$ cat config.mk
export PLATFORM = sky130hd
export DESIGN_NAME = time_of_day_clock_with_zone_toggle_core
export DESIGN_NICKNAME = d
export VERILOG_FILES = /design/src/rtl/tod_pkg.sv /design/src/rtl/tod_cfg_regs.sv /design/src/rtl/tod_update.sv /design/src/rtl/time_of_day_clock_with_zone_toggle_core.sv
export SDC_FILE = /design/constraint.sdc
export NUM_CORES = 1
export LEC_CHECK = 0
export BUFFER_PORTS_ARGS = -buffer_cell sky130_fd_sc_hd__buf_2
export CORE_ASPECT_RATIO = 1.75
export CORE_UTILIZATION = 60
export CTS_CLUSTER_SIZE = 25
export DETAILED_ROUTE_END_ITERATION = 12
export HOLD_SLACK_MARGIN = 0.1
export PLACE_DENSITY_LB_ADDON = 0.1
export SYNTH_ARGS = -nofsm -noshare
export SYNTH_HDL_FRONTEND = slang
export SYNTH_SLANG_ARGS = --single-unit
$ cat constraint.sdc
create_clock -name i_clk -period 6.18 [get_ports i_clk]
set_input_delay 0.309 -clock i_clk [delete_from_list [all_inputs] [get_ports i_clk]]
set_output_delay 0.309 -clock i_clk [all_outputs]
set_load 0.01 [all_outputs]
$ cat src/rtl/tod_pkg.sv
`timescale 1ns / 1ps
// ----------------------------------------------------------------------------
// tod_pkg
// Shared types and constants for the time-of-day clock with zone toggle.
// ----------------------------------------------------------------------------
package tod_pkg;

    // Item operation codes
    localparam logic OP_TICK = 1'b0;
    localparam logic OP_SET  = 1'b1;

    // Day step codes reported by a zone toggle
    localparam logic [1:0] DAY_NONE = 2'd0;
    localparam logic [1:0] DAY_NEXT = 2'd1;
    localparam logic [1:0] DAY_PREV = 2'd2;

    // Register indexes on the APB port (byte address = 4 * index)
    localparam int unsigned   REG_IDX_W       = 2;
    localparam int unsigned   APB_ADDR_W      = REG_IDX_W + 2;
    localparam int unsigned   APB_DATA_W      = 32;
    localparam logic [REG_IDX_W-1:0] REG_TICKS_PER_SEC = 2'd0;
    localparam logic [REG_IDX_W-1:0] REG_LED_ON_TICKS  = 2'd1;
    localparam logic [REG_IDX_W-1:0] REG_ZONE_SHIFT    = 2'd2;

    // Register reset values
    localparam logic [6:0] TICKS_PER_SEC_RST = 7'd100;
    localparam logic [6:0] LED_ON_TICKS_RST  = 7'd20;
    localparam logic [4:0] ZONE_SHIFT_RST    = 5'd6;

    // Time constants
    localparam logic [6:0]  SECS_PER_MIN  = 7'd60;
    localparam logic [6:0]  MINS_PER_HOUR = 7'd60;
    localparam logic [5:0]  HOURS_PER_DAY = 6'd24;
    localparam logic [15:0] MS_PER_TICK   = 16'd10;

    typedef struct packed {
        logic       op;
        logic       button_pin;
        logic [4:0] set_hours;
        logic [5:0] set_minutes;
        logic [5:0] set_seconds;
    } t_in_item;

    typedef struct packed {
        logic [4:0]  hours;
        logic [5:0]  minutes;
        logic [5:0]  seconds;
        logic        alt_zone;
        logic        second_pulse;
        logic        led_on;
        logic [1:0]  day_step;
        logic [15:0] uptime_ms;
    } t_out_item;

    typedef struct packed {
        logic [6:0] ticks_per_second;
        logic [6:0] led_on_ticks;
        logic [4:0] zone_shift_hours;
    } t_cfg;

endpackage

$ cat src/rtl/tod_cfg_regs.sv
`timescale 1ns / 1ps
// ----------------------------------------------------------------------------
// tod_cfg_regs
// APB register file: ticks per second, LED off point, zone shift.
// ----------------------------------------------------------------------------
module tod_cfg_regs (
    input  logic                              i_clk,
    input  logic                              i_rst_n,
    input  logic                              psel,
    input  logic                              penable,
    input  logic                              pwrite,
    input  logic [tod_pkg::APB_ADDR_W-1:0]    paddr,
    input  logic [tod_pkg::APB_DATA_W-1:0]    pwdata,
    output logic [tod_pkg::APB_DATA_W-1:0]    prdata,
    output logic                              pready,
    output tod_pkg::t_cfg                     o_cfg
);
    import tod_pkg::*;

    logic [REG_IDX_W-1:0] w_idx;
    logic                 w_wr;
    t_cfg                 r_cfg;

    assign w_idx  = paddr[APB_ADDR_W-1:2];
    assign w_wr   = psel & penable & pwrite;
    assign pready = 1'b1;
    assign o_cfg  = r_cfg;

    always_ff @(posedge i_clk) begin
        if (!i_rst_n) begin
            r_cfg.ticks_per_second <= TICKS_PER_SEC_RST;
            r_cfg.led_on_ticks     <= LED_ON_TICKS_RST;
            r_cfg.zone_shift_hours <= ZONE_SHIFT_RST;
        end else if (w_wr) begin
            unique case (w_idx)
                REG_TICKS_PER_SEC: r_cfg.ticks_per_second <= pwdata[6:0];
                REG_LED_ON_TICKS:  r_cfg.led_on_ticks     <= pwdata[6:0];
                REG_ZONE_SHIFT:    r_cfg.zone_shift_hours <= pwdata[4:0];
                default: ;
            endcase
        end
    end

    always_comb begin
        unique case (w_idx)
            REG_TICKS_PER_SEC: prdata = {{(APB_DATA_W-7){1'b0}}, r_cfg.ticks_per_second};
            REG_LED_ON_TICKS:  prdata = {{(APB_DATA_W-7){1'b0}}, r_cfg.led_on_ticks};
            REG_ZONE_SHIFT:    prdata = {{(APB_DATA_W-5){1'b0}}, r_cfg.zone_shift_hours};
            default:           prdata = '0;
        endcase
    end

endmodule

$ cat src/rtl/tod_update.sv
`timescale 1ns / 1ps
// ----------------------------------------------------------------------------
// tod_update
// Clock state registers and the single-pass update for one item.
// ----------------------------------------------------------------------------
module tod_update (
    input  logic               i_clk,
    input  logic               i_rst_n,
    input  logic               i_fire,
    input  tod_pkg::t_in_item  i_item,
    input  tod_pkg::t_cfg      i_cfg,
    output tod_pkg::t_out_item o_res
);
    import tod_pkg::*;

    logic [6:0]  r_tick, n_tick;
    logic [5:0]  r_sec, n_sec;
    logic [5:0]  r_min, n_min;
    logic [4:0]  r_hour, n_hour;
    logic        r_zone, n_zone;
    logic        r_last, n_last;
    logic        r_led, n_led;
    logic [15:0] r_uptime, n_uptime;

    logic [7:0]  w_tick_next;
    logic        w_pulse;
    logic [1:0]  w_step;
    logic        w_pressed;
    logic [4:0]  w_shift;
    logic [5:0]  w_hour_sum;
    logic [4:0]  w_hour_z;
    logic [6:0]  w_sec_inc;
    logic [6:0]  w_min_inc;
    logic [5:0]  w_hour_inc;

    // zone shift taken modulo one day
    assign w_shift = (i_cfg.zone_shift_hours >= HOURS_PER_DAY[4:0])
                   ? i_cfg.zone_shift_hours - HOURS_PER_DAY[4:0]
                   : i_cfg.zone_shift_hours;
    assign w_pressed   = ~i_item.button_pin;
    assign w_tick_next = {1'b0, r_tick} + 8'd1;
    assign w_hour_sum  = {1'b0, r_hour} + {1'b0, w_shift};
    assign w_sec_inc   = {1'b0, r_sec} + 7'd1;
    assign w_min_inc   = {1'b0, r_min} + 7'd1;
    assign w_hour_inc  = {1'b0, w_hour_z} + 6'd1;

    always_comb begin
        n_tick   = r_tick;
        n_sec    = r_sec;
        n_min    = r_min;
        n_hour   = r_hour;
        n_zone   = r_zone;
        n_last   = r_last;
        n_led    = r_led;
        n_uptime = r_uptime;
        w_pulse  = 1'b0;
        w_step   = DAY_NONE;
        w_hour_z = r_hour;
        if (i_item.op == OP_SET) begin
            n_hour = i_item.set_hours;
            n_min  = i_item.set_minutes;
            n_sec  = i_item.set_seconds;
            n_tick = '0;
        end else begin
            // prescaler; no LED off test on the tick that completes a second
            if (w_tick_next >= {1'b0, i_cfg.ticks_per_second}) begin
                w_pulse = 1'b1;
                n_tick  = '0;
                n_led   = 1'b1;
            end else begin
                n_tick = w_tick_next[6:0];
                if (w_tick_next[6:0] == i_cfg.led_on_ticks) begin
                    n_led = 1'b0;
                end
            end
            n_uptime = r_uptime + MS_PER_TICK;
            n_last   = w_pressed;
            // zone toggle on a new press
            if (w_pressed && !r_last) begin
                n_zone = ~r_zone;
                if (!r_zone) begin
                    if (r_hour < w_shift) begin
                        w_hour_z = 5'(w_hour_sum + HOURS_PER_DAY - {w_shift, 1'b0});
                        w_step   = DAY_PREV;
                    end else begin
                        w_hour_z = r_hour - w_shift;
                    end
                end else begin
                    if (w_hour_sum > HOURS_PER_DAY - 6'd1) begin
                        w_hour_z = 5'(w_hour_sum - HOURS_PER_DAY);
                        w_step   = DAY_NEXT;
                    end else begin
                        w_hour_z = w_hour_sum[4:0];
                    end
                end
            end
            n_hour = w_hour_z;
            if (w_pulse) begin
                if (w_sec_inc >= SECS_PER_MIN) begin
                    n_sec = '0;
                    if (w_min_inc >= MINS_PER_HOUR) begin
                        n_min  = '0;
                        n_hour = (w_hour_inc >= HOURS_PER_DAY) ? 5'd0 : w_hour_inc[4:0];
                    end else begin
                        n_min = w_min_inc[5:0];
                    end
                end else begin
                    n_sec = w_sec_inc[5:0];
                end
            end
        end
    end

    always_ff @(posedge i_clk) begin
        if (!i_rst_n) begin
            r_tick   <= '0;
            r_sec    <= '0;
            r_min    <= '0;
            r_hour   <= '0;
            r_zone   <= 1'b0;
            r_last   <= 1'b0;
            r_led    <= 1'b0;
            r_uptime <= '0;
        end else if (i_fire) begin
            r_tick   <= n_tick;
            r_sec    <= n_sec;
            r_min    <= n_min;
            r_hour   <= n_hour;
            r_zone   <= n_zone;
            r_last   <= n_last;
            r_led    <= n_led;
            r_uptime <= n_uptime;
        end
    end

    assign o_res.hours        = n_hour;
    assign o_res.minutes      = n_min;
    assign o_res.seconds      = n_sec;
    assign o_res.alt_zone     = n_zone;
    assign o_res.second_pulse = w_pulse;
    assign o_res.led_on       = n_led;
    assign o_res.day_step     = w_step;
    assign o_res.uptime_ms    = n_uptime;

    a_pulse_clears_prescaler: assert property (@(posedge i_clk) disable iff (!i_rst_n)
        i_fire && w_pulse |=> r_tick == 7'd0)
        else $error("prescaler not cleared after second pulse");

    a_day_step_flips_zone: assert property (@(posedge i_clk) disable iff (!i_rst_n)
        i_fire && (w_step != DAY_NONE) |=> r_zone != $past(r_zone))
        else $error("day step without zone change");

    a_set_no_events: assert property (@(posedge i_clk) disable iff (!i_rst_n)
        i_fire && (i_item.op == OP_SET) |-> !w_pulse && (w_step == DAY_NONE))
        else $error("set item raised an event");

    a_uptime_step: assert property (@(posedge i_clk) disable iff (!i_rst_n)
        i_fire && (i_item.op == OP_TICK) |=> r_uptime == 16'($past(r_uptime) + MS_PER_TICK))
        else $error("uptime did not advance by one tick");

endmodule

$ cat src/rtl/time_of_day_clock_with_zone_toggle_core.sv
`timescale 1ns / 1ps
// ----------------------------------------------------------------------------
// time_of_day_clock_with_zone_toggle_core
// Time-of-day clock with 10 ms tick prescaler, status LED, uptime counter
// and a button-driven zone toggle.
// ----------------------------------------------------------------------------
// Usage:
//   Input channel (i_in_valid / o_in_stall / i_in_data) carries one tick or
//   set item per transfer. Output channel (o_out_valid / i_out_stall /
//   o_out_data) returns exactly one result per item, in order.
//   An accepted item is held in the input register, is updated against the
//   clock state in a single pass and lands in the result register.
//   Throughput is one item per cycle while the receiver does not stall;
//   the state update between the input and result registers is the only
//   recurrence.
//   When the receiver stalls, the result register holds its item and the
//   input register holds the next; the input side stalls only once both
//   are full.
//   Reset (synchronous, active low) clears the time, prescaler, zone, LED,
//   uptime and both pipeline valids, and loads the register defaults
//   (100 ticks per second, LED off at tick 20, zone shift 6 hours).
//   Write registers over APB only while the block is idle.
// ----------------------------------------------------------------------------
module time_of_day_clock_with_zone_toggle_core (
    input  logic                              i_clk,
    input  logic                              i_rst_n,
    input  logic                              i_in_valid,
    output logic                              o_in_stall,
    input  tod_pkg::t_in_item                 i_in_data,
    output logic                              o_out_valid,
    input  logic                              i_out_stall,
    output tod_pkg::t_out_item                o_out_data,
    input  logic                              psel,
    input  logic                              penable,
    input  logic                              pwrite,
    input  logic [tod_pkg::APB_ADDR_W-1:0]    paddr,
    input  logic [tod_pkg::APB_DATA_W-1:0]    pwdata,
    output logic [tod_pkg::APB_DATA_W-1:0]    prdata,
    output logic                              pready
);
    import tod_pkg::*;

    t_cfg      w_cfg;
    t_in_item  r_in;
    logic      r_in_valid;
    t_out_item r_out;
    logic      r_out_valid;
    t_out_item w_res;
    logic      w_advance;
    logic      w_in_xfer;

    // item moves from input register to result register
    assign w_advance   = r_in_valid & (~r_out_valid | ~i_out_stall);
    assign o_in_stall  = r_in_valid & ~w_advance;
    assign w_in_xfer   = i_in_valid & ~o_in_stall;
    assign o_out_valid = r_out_valid;
    assign o_out_data  = r_out;

    tod_cfg_regs u_cfg (
        .i_clk   (i_clk),
        .i_rst_n (i_rst_n),
        .psel    (psel),
        .penable (penable),
        .pwrite  (pwrite),
        .paddr   (paddr),
        .pwdata  (pwdata),
        .prdata  (prdata),
        .pready  (pready),
        .o_cfg   (w_cfg)
    );

    tod_update u_update (
        .i_clk   (i_clk),
        .i_rst_n (i_rst_n),
        .i_fire  (w_advance),
        .i_item  (r_in),
        .i_cfg   (w_cfg),
        .o_res   (w_res)
    );

    always_ff @(posedge i_clk) begin
        if (!i_rst_n) begin
            r_in_valid <= 1'b0;
        end else if (w_in_xfer) begin
            r_in_valid <= 1'b1;
        end else if (w_advance) begin
            r_in_valid <= 1'b0;
        end
    end

    always_ff @(posedge i_clk) begin
        if (w_in_xfer) begin
            r_in <= i_in_data;
        end
    end

    always_ff @(posedge i_clk) begin
        if (!i_rst_n) begin
            r_out_valid <= 1'b0;
        end else if (w_advance) begin
            r_out_valid <= 1'b1;
        end else if (!i_out_stall) begin
            r_out_valid <= 1'b0;
        end
    end

    always_ff @(posedge i_clk) begin
        if (w_advance) begin
            r_out <= w_res;
        end
    end

    a_no_overwrite: assert property (@(posedge i_clk) disable iff (!i_rst_n)
        r_out_valid && i_out_stall |-> !w_advance)
        else $error("result register overwritten while stalled");

    a_held_item_stays: assert property (@(posedge i_clk) disable iff (!i_rst_n)
        r_in_valid && !w_advance |=> r_in_valid && $stable(r_in))
        else $error("pending input item lost");

    a_advance_fills_out: assert property (@(posedge i_clk) disable iff (!i_rst_n)
        w_advance |=> r_out_valid)
        else $error("result not registered after advance");

endmodule
==> flow_metrics.py, run 1 <==
metrics = {
    "outcome": {
        "status": "finished, final reports clean",
    },
    "detailed_routing": {
        "num_vias": 5657,
        "vias_per_cell": 5.84,
        "ant_nets": 0,
        "route.detailed.drc": 0,
        "dr.first_iter.drc_count": 232,
        "wl_um": 16100,
        "drt_pass1_iterations": 4,
        "wire_per_inst_um": 16.6,
    },
    "placement": {
        "place_area_um2": 7190,
        "place.gp.congestion": 0.898,
        "hpwl_um": 11400,
        "numPortBuffers": 80,
        "placed_cells": 918,
    },
    "global_route": {
        "grt_pass1_vias": 5521,
        "grt_start_max_net_pins": 52,
        "antenna_found_initial": 0,
        "grt_pass1_wl_um": 25900,
        "track_usage": 0.292,
        "overflow": 0,
    },
    "sta": {
        "hold_ws_ps": 118,
        "slew_headroom": 0.328,
        "finalHoldViolCount": 0,
        "fmax_mhz": 233,
        "rsz0062_at_grt": "no",
        "fin_skew_ps": 10.3,
        "timing.setup.tns_ps": 0,
        "period_needed_ps": 4290,
        "max_slew.worst_pin.slew_ps": 995,
        "min_period_over_period": 0.695,
        "setup_viol": 0,
        "slew_viol_final": 0,
    },
    "setup_path": {
        "crit_chain": "inv_1 > ha_1 > nor2b_1 > a21oi_1 > nand2_1 > nand2_1 > ha_1 > inv_1 > ha_1 > a21oi_1 > xnor2_1 > xnor2_1 > a2111oi_4 > nor4b_1 > a2111oi_1 > nor2_1",
        "cp_num_buf_inv": 2,
        "worst_ep_required_time_ps": 6330,
        "end_kind": "register",
        "max_stage_delay_ps": 580,
        "worstSetupStartpointType": "register",
        "regToRegStartpoint": "u_cfg.o_cfg[2]",
        "reg2reg_depth": 16,
        "cpLargestDelayFamily": "compound AO/OA/AOI/OAI gates",
        "cpMostUsedCell": "ha_1",
        "r2r-end": "o_out_data[36]",
        "critical_path_arrival_ps": 4440,
        "path_class": "reg -> reg",
        "startpoint": "u_cfg.o_cfg[2]",
        "cpMaxStageDelayCell": "a2111oi_4",
        "cp_max_fo": 7,
        "r2r_slack_ps": 1890,
    },
    "final_layout": {
        "fin_cells": 969,
        "drive_above_1_share": 0.159,
        "final_common_cell": "nor2_1",
        "nets": 918,
        "diodes": 0,
        "layout_common_cells": "nor2_1 (83), buf_2 (80), nand2_1 (76)",
        "final_util": 0.719,
        "syn_to_final_growth_pct": 17.2,
        "final_cell_area_um2": 7980,
    },
    "pwr": {
        "p_switching_mw": 0.588,
        "power_density_nw_per_um2": 269,
        "seqPwrFrac": 0.411,
        "clkPwrFrac": 0.462,
        "leakagePower_nw": 3.25,
        "switching_share": 0.273,
        "vdd_ir_drop_max_mv": 0.259,
        "pwr-share-comb": 0.128,
        "intPower_mw": 1.56,
    },
    "clocking": {
        "root_buffer": "clkbuf_16",
        "clk_pin_slew_ps": 60,
        "cts_tree": "done",
        "cts.sinks": 119,
        "htree_levels": 4,
        "clk_path_buf_depth": 2,
        "cts_setup_buffers": 0,
        "insertion_delay_ps": 410,
        "cts_made_buffers": 17,
        "holdBufCountCts": 19,
        "cts_resized": 0,
    },
    "floorplan": {
        "die_w_um": 82.5,
        "core_area_um2": 11100,
        "fp.dieH_um": 143,
        "num_rows": 51,
        "start_util": 0.613,
        "die_area_um2": 11800,
        "ios": 135,
    },
    "synth": {
        "ys.flop_type": "dfxtp_1",
        "synthCells": 732,
        "synthArstFlopShare": 0,
        "synth_warnings": 0,
        "synthTopCellsByArea": "edfxtp_1 (25%), dfxtp_1 (19%), ha_1 (5.3%)",
        "seq_area_frac_synth": 0.432,
        "mappedNetlistArea_um2": 6810,
        "yosysTopAreaCell": "edfxtp_1",
        "synth.top_cell.area_share": 0.247,
        "yosysUniqueCellTypes": 71,
        "synth-edff-count": 56,
        "avgSynthCellArea_um2": 9.30,
        "ys_ff_latch": 119,
    },
    "run": {
        "cap_violations": 0,
    },
    "hold_path": {
        "hold_depth": 3,
        "hold_start": "i_in_valid",
        "holdPathEnd": "r_in_valid",
        "hold_path_class": "in -> reg",
    },
}
[worst min-delay path, cell delays in order]
cell    delay [ps]
buf_2           80
nor2_1          40
nor2_1          60
[layer usage]
layer  GRT usage  part of all wire  vias up
met2       0.523              0.54      184
met1       0.323              0.39     2683
met4       0.119             0.027        0
met5           0                 0        -
met3      0.0633             0.041       28
li1            -                 -     2762
[how the worst max path moves through the flow]
stage	endpoint	cells past startpoint	slack, ps
floorplan	o_out_data[36]	17	2510
global placement	o_out_data[36]	16	2020
detailed placement	o_out_data[36]	16	1940
CTS	u_update.r_hour[4]	16	1920
global route	o_out_data[36]	16	1520
finish	o_out_data[36]	16	1890
[metrics by stage]
stage | setup WS [ps] | total power, mW
after floorplan | 2510 | 1.10
after global placement | 2020 | 1.15
after detailed placement | 1940 | 1.16
after CTS | 1920 | 2.16
after global routing | 1520 | 2.23
final | 1890 | 2.15
[state kept, by name, summed over array words and instances, names as in the netlist, 5 cells and up]
name / cells
o_out_data: 37
u_update.r_sec: 6
u_update.r_hour: 5
u_update.r_uptime: 15
u_update.r_tick: 7
u_cfg.o_cfg: 19
r_in: 19
u_update.r_min: 6
[Yosys cell counts, drive strengths merged (2+ instances only)]
library cell and count:
dfxtp 63, edfxtp 56, nand2 76, and3 11, a2111oi 4, o22ai 3, nor4b 4, or3 7
o41ai 2, nor3 20, or4b 2, and2 4, o211ai 11, o21ai 40, mux2 6, nand3b 2
nand3 14, o31a 3, a211oi 7, inv 27, nand2b 5, xor2 24, a21o 8, a211o 5
nor3b 2, clkbuf 25, a311oi 2, a21oi 44, a41oi 2, mux2i 25, nand4 5, clkinv 2
a31oi 13, nor4 2, xnor2 20, fa 3, ha 29, a22oi 8, nor2b 12, conb 2
nor2 83, buf 31
[power groups by stage]
stage / combinational [mW] / clock (mW) / sequential (mW)
after CTS: 0.273 / 1.00 / 0.882
final: 0.275 / 0.993 / 0.883
after floorplan: 0.197 / 0 / 0.899
after global placement: 0.255 / 0 / 0.897
after detailed placement: 0.262 / 0 / 0.899
after global routing: 0.304 / 1.04 / 0.886
[cell type report]
type	count	area (um2)
Tap cell	132	165
Fill cell	850	3120
Sequential cell	119	2940
Timing Repair Buffer	104	628
Multi-Input combinational cell	553	3530
Clock buffer	18	450
Clock inverter	14	149
Inverter	29	109
[logic make-up (layout without fill, tap and decap cells)]
| kind of cell | count (synthesis) | after routing | share of synthesized area |
|---|---|---|---|
| buffers and inverters | 85 | 165 | 0.0625 |
| and+or+nand+nor | 255 | 255 | 0.177 |
| other | 2 | 27 | 0.00110 |
| AOI/OAI and AO/OA | 164 | 164 | 0.162 |
| xor gates and xnor gates | 44 | 44 | 0.0566 |
| muxes | 31 | 31 | 0.0467 |
| adders and majority gates | 32 | 32 | 0.0621 |
| DFF | 119 | 119 | 0.432 |
No activity file was read; power rests on OpenSTA's default activity.
==> run 2: changes to the inputs <==
--- a/config.mk
+++ b/config.mk
@@ -7,7 +7,7 @@
 export LEC_CHECK = 0
 export BUFFER_PORTS_ARGS = -buffer_cell sky130_fd_sc_hd__buf_2
 export CORE_ASPECT_RATIO = 1.75
-export CORE_UTILIZATION = 60
+export CORE_UTILIZATION = 50
 export CTS_CLUSTER_SIZE = 25
 export DETAILED_ROUTE_END_ITERATION = 12
 export HOLD_SLACK_MARGIN = 0.1
==> constraint.sdc (replaced) <==
create_clock -name i_clk -period 3.8 [get_ports i_clk]
set_input_delay 0.19 -clock i_clk [delete_from_list [all_inputs] [get_ports i_clk]]
set_output_delay 0.19 -clock i_clk [all_outputs]
set_load 0.01 [all_outputs]
==> flow_metrics.py, run 2 (same netlist as run 1, synthesis figures left out) <==
metrics = {
    "final_layout": {
        "nets": 973,
        "final_common_cell": "nor2_1",
        "final_util": 0.653,
        "final_cell_area_um2": 8700,
        "diodes": 0,
        "drive_above_1_share": 0.233,
        "num-fill-cells": 1093,
        "largest_reg_flops": 37,
        "layout_common_cells": "nor2_1 (82), buf_2 (80), nand2_1 (76)",
        "syn_to_final_growth_pct": 27.8,
    },
    "pwr": {
        "leakagePower_nw": 3.54,
        "vdd_ir_drop_max_mv": 0.370,
        "power_density_nw_per_um2": 431,
    },
    "setup_path": {
        "cp-endpoint": "u_update.r_hour[4]",
        "reg2reg_depth": 13,
        "max_stage_delay_ps": 600,
        "startpoint": "u_update.r_hour[0]",
        "cpLargestDelayFamily": "adder cells",
        "cpMostUsedCell": "ha_4",
        "cp_num_buf_inv": 2,
        "r2r-end": "u_update.r_hour[4]",
        "crit_chain": "ha_4 > inv_1 > fa_2 > xor2_2 > ha_4 > buf_4 > fa_1 > o31a_1 > a31oi_4 > or4b_4 > nor4b_4 > a311oi_2 > o41ai_2",
        "regToRegStartpoint": "u_update.r_hour[0]",
        "path_class": "reg -> reg",
        "worstSetupStartpointType": "register",
        "r2r_slack_ps": 70,
        "critical_path_arrival_ps": 4050,
        "cpMaxStageDelayCell": "or4b_4",
        "worst_ep_required_time_ps": 4120,
        "end_kind": "register",
        "worstSetupPathDepth": 13,
        "cp_max_fo": 5,
    },
    "sta": {
        "slew_headroom": 0.276,
        "slew_viol_final": 0,
        "fin_ws_ps": 74.9,
        "max_slew.worst_pin.slew_ps": 1080,
        "min_period_over_period": 0.980,
        "fin_skew_ps": 13.1,
        "fmax_mhz": 268,
        "period_needed_ps": 3730,
        "timing.setup.tns_ps": 0,
        "setup_viol": 0,
        "finalHoldViolCount": 0,
    },
    "placement": {
        "place_area_um2": 7520,
        "hpwl_um": 12500,
        "post-place-ws_ps": -146,
        "numPortBuffers": 80,
        "place.gp.congestion": 0.901,
    },
    "clocking": {
        "clk_path_buf_depth": 2,
        "cts.sinks": 119,
        "htree_levels": 4,
        "root_buffer": "clkbuf_16",
        "cts_made_buffers": 17,
        "insertion_delay_ps": 420,
        "clk_pin_slew_ps": 60,
        "cts_tree": "done",
    },
    "detailed_routing": {
        "wire_per_inst_um": 16.4,
        "drt_pass1_iterations": 5,
        "met1_length_um": 6790,
        "routed.top_layer": "met4",
        "ant_nets": 0,
        "dr.first_iter.drc_count": 331,
        "dr_wl_met3_um": 550,
        "vias_per_cell": 5.53,
        "route.detailed.drc": 0,
        "met2RoutedLength_um": 9420,
        "num_vias": 5893,
        "wl_um": 17500,
    },
    "floorplan": {
        "start_util": 0.511,
        "num_rows": 56,
        "die_w_um": 90.2,
        "die_area_um2": 14100,
        "ios": 135,
        "core_area_um2": 13300,
        "fp.dieH_um": 156,
    },
    "run": {
        "cap_violations": 0,
    },
    "global_route": {
        "antenna_found_initial": 0,
        "grt_pass1_wl_um": 27600,
        "grt_pass1_vias": 5757,
        "overflow": 0,
        "track_usage": 0.249,
        "grt_start_max_net_pins": 45,
    },
    "outcome": {
        "status": "finished, final reports clean",
    },
    "hold_path": {
        "hold_path_class": "in -> reg",
    },
}
[run 2: cell types whose count changed in the layout (fill, tap and decap cells not counted), sizes merged]
cell,previous run,this run
clkbuf,18,19
buf,85,131
inv,39,31
bufinv,1,4
dlygate4sd3,19,28
clkinv,1,5
[run 2: timing repair]
action,CTS,global route
gates resized for setup,10,33
hold endpoints to repair,40,0
setup buffers,3,6
endpoints found under the setup margin,10,10
pin swaps,4,16
hold buffers,28,0
[run 2: per-stage QoR]
stage / hold slack [ps] / instances / power (mW)
after floorplan: 289 / 757 / 1.78
after global placement: 367 / 997 / 1.93
after detailed placement: 369 / 997 / 1.94
after CTS: 146 / 1060 / 3.70
after global routing: 170 / 1066 / 3.87
final: 151 / 1066 / 3.75
[run 2: worst reg2reg max path: cells and delay by family, from the launching register on]
family,cells,cell delay (ps)
buffers and inverters,2,190
AO/OA/AOI/OAI,4,610
adder cells (fa/ha/maj),4,1290
XOR/XNOR,1,240
flip-flops,1,380
AND/OR/NAND/NOR,2,940
[run 2: power by group]
group          total (mW)  internal (mW)  switching (mW)
logic               0.574          0.259           0.315
clock network        1.74           1.12           0.615
registers            1.44           1.40          0.0367
[run 2: cell type report]
class / instances / area [um2] / area share
clock buffers: 19 / 443 / 0.0509
clock inverters: 13 / 196 / 0.0226
inverters: 29 / 109 / 0.0125
multi-input cells: 553 / 3720 / 0.427
flip-flops and latches: 119 / 2950 / 0.340
well taps: 174 / 218 / 0.0250
repair buffers: 159 / 1060 / 0.122
[run 2: worst min path at each step]
stage	start	to	slack (ps)	cells after the start
5_1_grt	i_rst_n	u_cfg.o_cfg[7]	170	2
6_report	i_rst_n	u_cfg.o_cfg[9]	150	2
3_3_place_gp	i_in_data[3]	r_in[3]	370	1
4_1_cts	i_rst_n	u_cfg.o_cfg[9]	150	2
3_5_place_dp	i_in_data[2]	r_in[2]	370	1
2_1_floorplan	i_in_data[0]	r_in[0]	290	0
[run 2: metal layers]
metal  global-route usage  vias to the layer above
met4                0.137                        0
met5                    0                        -
met2                0.466                      175
met3               0.0466                       53
met1                0.260                     2801
li1                     -                     2864
==> run 3: changes to the inputs <==
--- a/config.mk
+++ b/config.mk
@@ -10,6 +10,7 @@
 export CORE_UTILIZATION = 50
 export CTS_CLUSTER_SIZE = 25
 export DETAILED_ROUTE_END_ITERATION = 12
+export GPL_TIMING_DRIVEN = 0
 export HOLD_SLACK_MARGIN = 0.1
 export PLACE_DENSITY_LB_ADDON = 0.1
 export SYNTH_ARGS = -nofsm -noshare
==> flow_metrics.py, run 3 (same netlist as run 1, synthesis figures left out) <==
metrics = {
    "outcome": {
        "status": "finished, final reports clean",
    },
    "final_layout": {
        "diodes": 0,
        "final_common_cell": "nor2_1",
        "layout_common_cells": "nor2_1 (83), buf_2 (81), nand2_1 (74)",
        "drive_above_1_share": 0.233,
        "syn_to_final_growth_pct": 29.8,
        "largest_reg_flops": 37,
        "nets": 997,
        "num-fill-cells": 1141,
        "fin_cells": 1090,
    },
    "clocking": {
        "root_buffer": "clkbuf_16",
        "cts.sinks": 119,
        "clk_pin_slew_ps": 60,
        "htree_levels": 4,
        "insertion_delay_ps": 420,
        "cts_made_buffers": 17,
        "cts_tree": "done",
        "clk_path_buf_depth": 2,
    },
    "setup_path": {
        "worst_ep_required_time_ps": 3950,
        "cp_max_fo": 5,
        "r2r-end": "o_out_data[35]",
        "end_kind": "register",
        "critical_path_arrival_ps": 3890,
        "regToRegStartpoint": "u_cfg.o_cfg[0]",
        "worstSetupStartpointType": "register",
        "path_class": "reg -> reg",
        "r2r_slack_ps": 70,
        "reg2reg_depth": 15,
    },
    "hold_path": {
        "hold_start": "paddr[2]",
        "holdPathEnd": "u_cfg.o_cfg[18]",
        "hold_path_class": "in -> reg",
        "hold_depth": 3,
    },
    "floorplan": {
        "die_w_um": 90.2,
        "num_rows": 56,
        "core_area_um2": 13300,
        "fp.dieH_um": 156,
        "die_area_um2": 14100,
        "start_util": 0.511,
        "ios": 135,
    },
    "placement": {
        "numPortBuffers": 80,
        "placed_cells": 1013,
        "hpwl_um": 13600,
        "place.gp.congestion": 0.889,
        "post-place-ws_ps": -495,
    },
    "sta": {
        "fmax_mhz": 268,
        "max_slew.worst_pin.slew_ps": 1390,
        "fin_skew_ps": 10.6,
        "period_needed_ps": 3730,
        "setup_viol": 0,
        "hold_ws_ps": 301,
        "fin_ws_ps": 68.5,
        "min_period_over_period": 0.982,
        "slew_viol_final": 0,
        "finalHoldViolCount": 0,
        "slew_headroom": 0.0692,
    },
    "global_route": {
        "grt_pass1_wl_um": 29200,
        "antenna_found_initial": 0,
        "grt_pass1_vias": 5863,
        "track_usage": 0.270,
        "grt_start_max_net_pins": 25,
        "overflow": 0,
    },
    "detailed_routing": {
        "vias_per_cell": 5.54,
        "met1_length_um": 7070,
        "wire_per_inst_um": 17.2,
        "met2RoutedLength_um": 10300,
        "dr_wl_met3_um": 808,
        "route.detailed.drc": 0,
        "wl_um": 18800,
        "num_vias": 6041,
        "drt_pass1_iterations": 5,
        "routed.top_layer": "met4",
        "dr.first_iter.drc_count": 379,
        "ant_nets": 0,
    },
    "pwr": {
        "leakagePower_nw": 3.58,
        "power_mw": 3.69,
        "power_density_nw_per_um2": 417,
        "vdd_ir_drop_max_mv": 0.299,
    },
    "run": {
        "cap_violations": 0,
    },
}
-- run 3: power by group --
part	internal [mW]	switching (mW)
logic	0.273	0.334
clock network	1.04	0.611
registers	1.40	0.0361
total	2.71	0.980
-- run 3: worst max path at each step --
| stage | slack [ps] | cells past startpoint | from | endpoint |
|---|---|---|---|---|
| after CTS | 20 | 16 | u_cfg.o_cfg[0] | u_update.r_hour[4] |
| after detailed placement | -490 | 15 | u_update.r_hour[1] | o_out_data[36] |
| after global placement | -480 | 15 | u_update.r_hour[1] | o_out_data[36] |
| after global routing | -50 | 16 | u_cfg.o_cfg[0] | o_out_data[34] |
| after floorplan | 130 | 17 | u_cfg.o_cfg[2] | o_out_data[36] |
| final | 70 | 15 | u_cfg.o_cfg[0] | o_out_data[35] |
-- run 3: layout make-up --
| type | count | area [um2] | area share |
|---|---|---|---|
| buffer | 56 | 325 | 0.0368 |
| clock buffer | 18 | 429 | 0.0486 |
| multi-input combinational | 553 | 3760 | 0.426 |
| inverter | 29 | 109 | 0.0123 |
| timing repair buffer | 127 | 857 | 0.0970 |
| clock inverter | 14 | 176 | 0.0200 |
| tap | 174 | 218 | 0.0246 |
| sequential | 119 | 2960 | 0.335 |
-- run 3: per-stage QoR --
stage,setup TNS (ps),util,cell area (um2)
floorplan,0,-,6900
global placement,-3370,0.565,7520
detailed placement,-3460,0.568,7570
CTS,0,0.649,8640
global route,-211,0.664,8840
finish,0,0.664,8840
-- run 3: layer usage --
layer / vias to the layer above / global-route usage
li1: 2914 / -
met1: 2898 / 0.281
met2: 186 / 0.521
met3: 43 / 0.0394
met4: 0 / 0.136
met5: - / 0
-- run 3: worst max-delay path: stages (launching register included) --
cell and delay (ps):
dfxtp_4 390, ha_4 130, inv_1 40, fa_2 380, xor2_2 250, ha_4 260
ha_4 210, a21o_1 210, a21oi_4 180, xnor2_2 110, xnor2_2 180, a2111oi_4 490
buf_4 210, nor2_1 50, o2111ai_1 260, nand2_1 110
-- run 3: repair_timing --
item / CTS / global route
endpoints found under the hold margin: 44 / 0
buffers inserted: 6 / 10
gates resized for setup: 31 / 25
pin swaps: 7 / 23
setup endpoints to repair: 11 / 20
hold buffers: 29 / 0
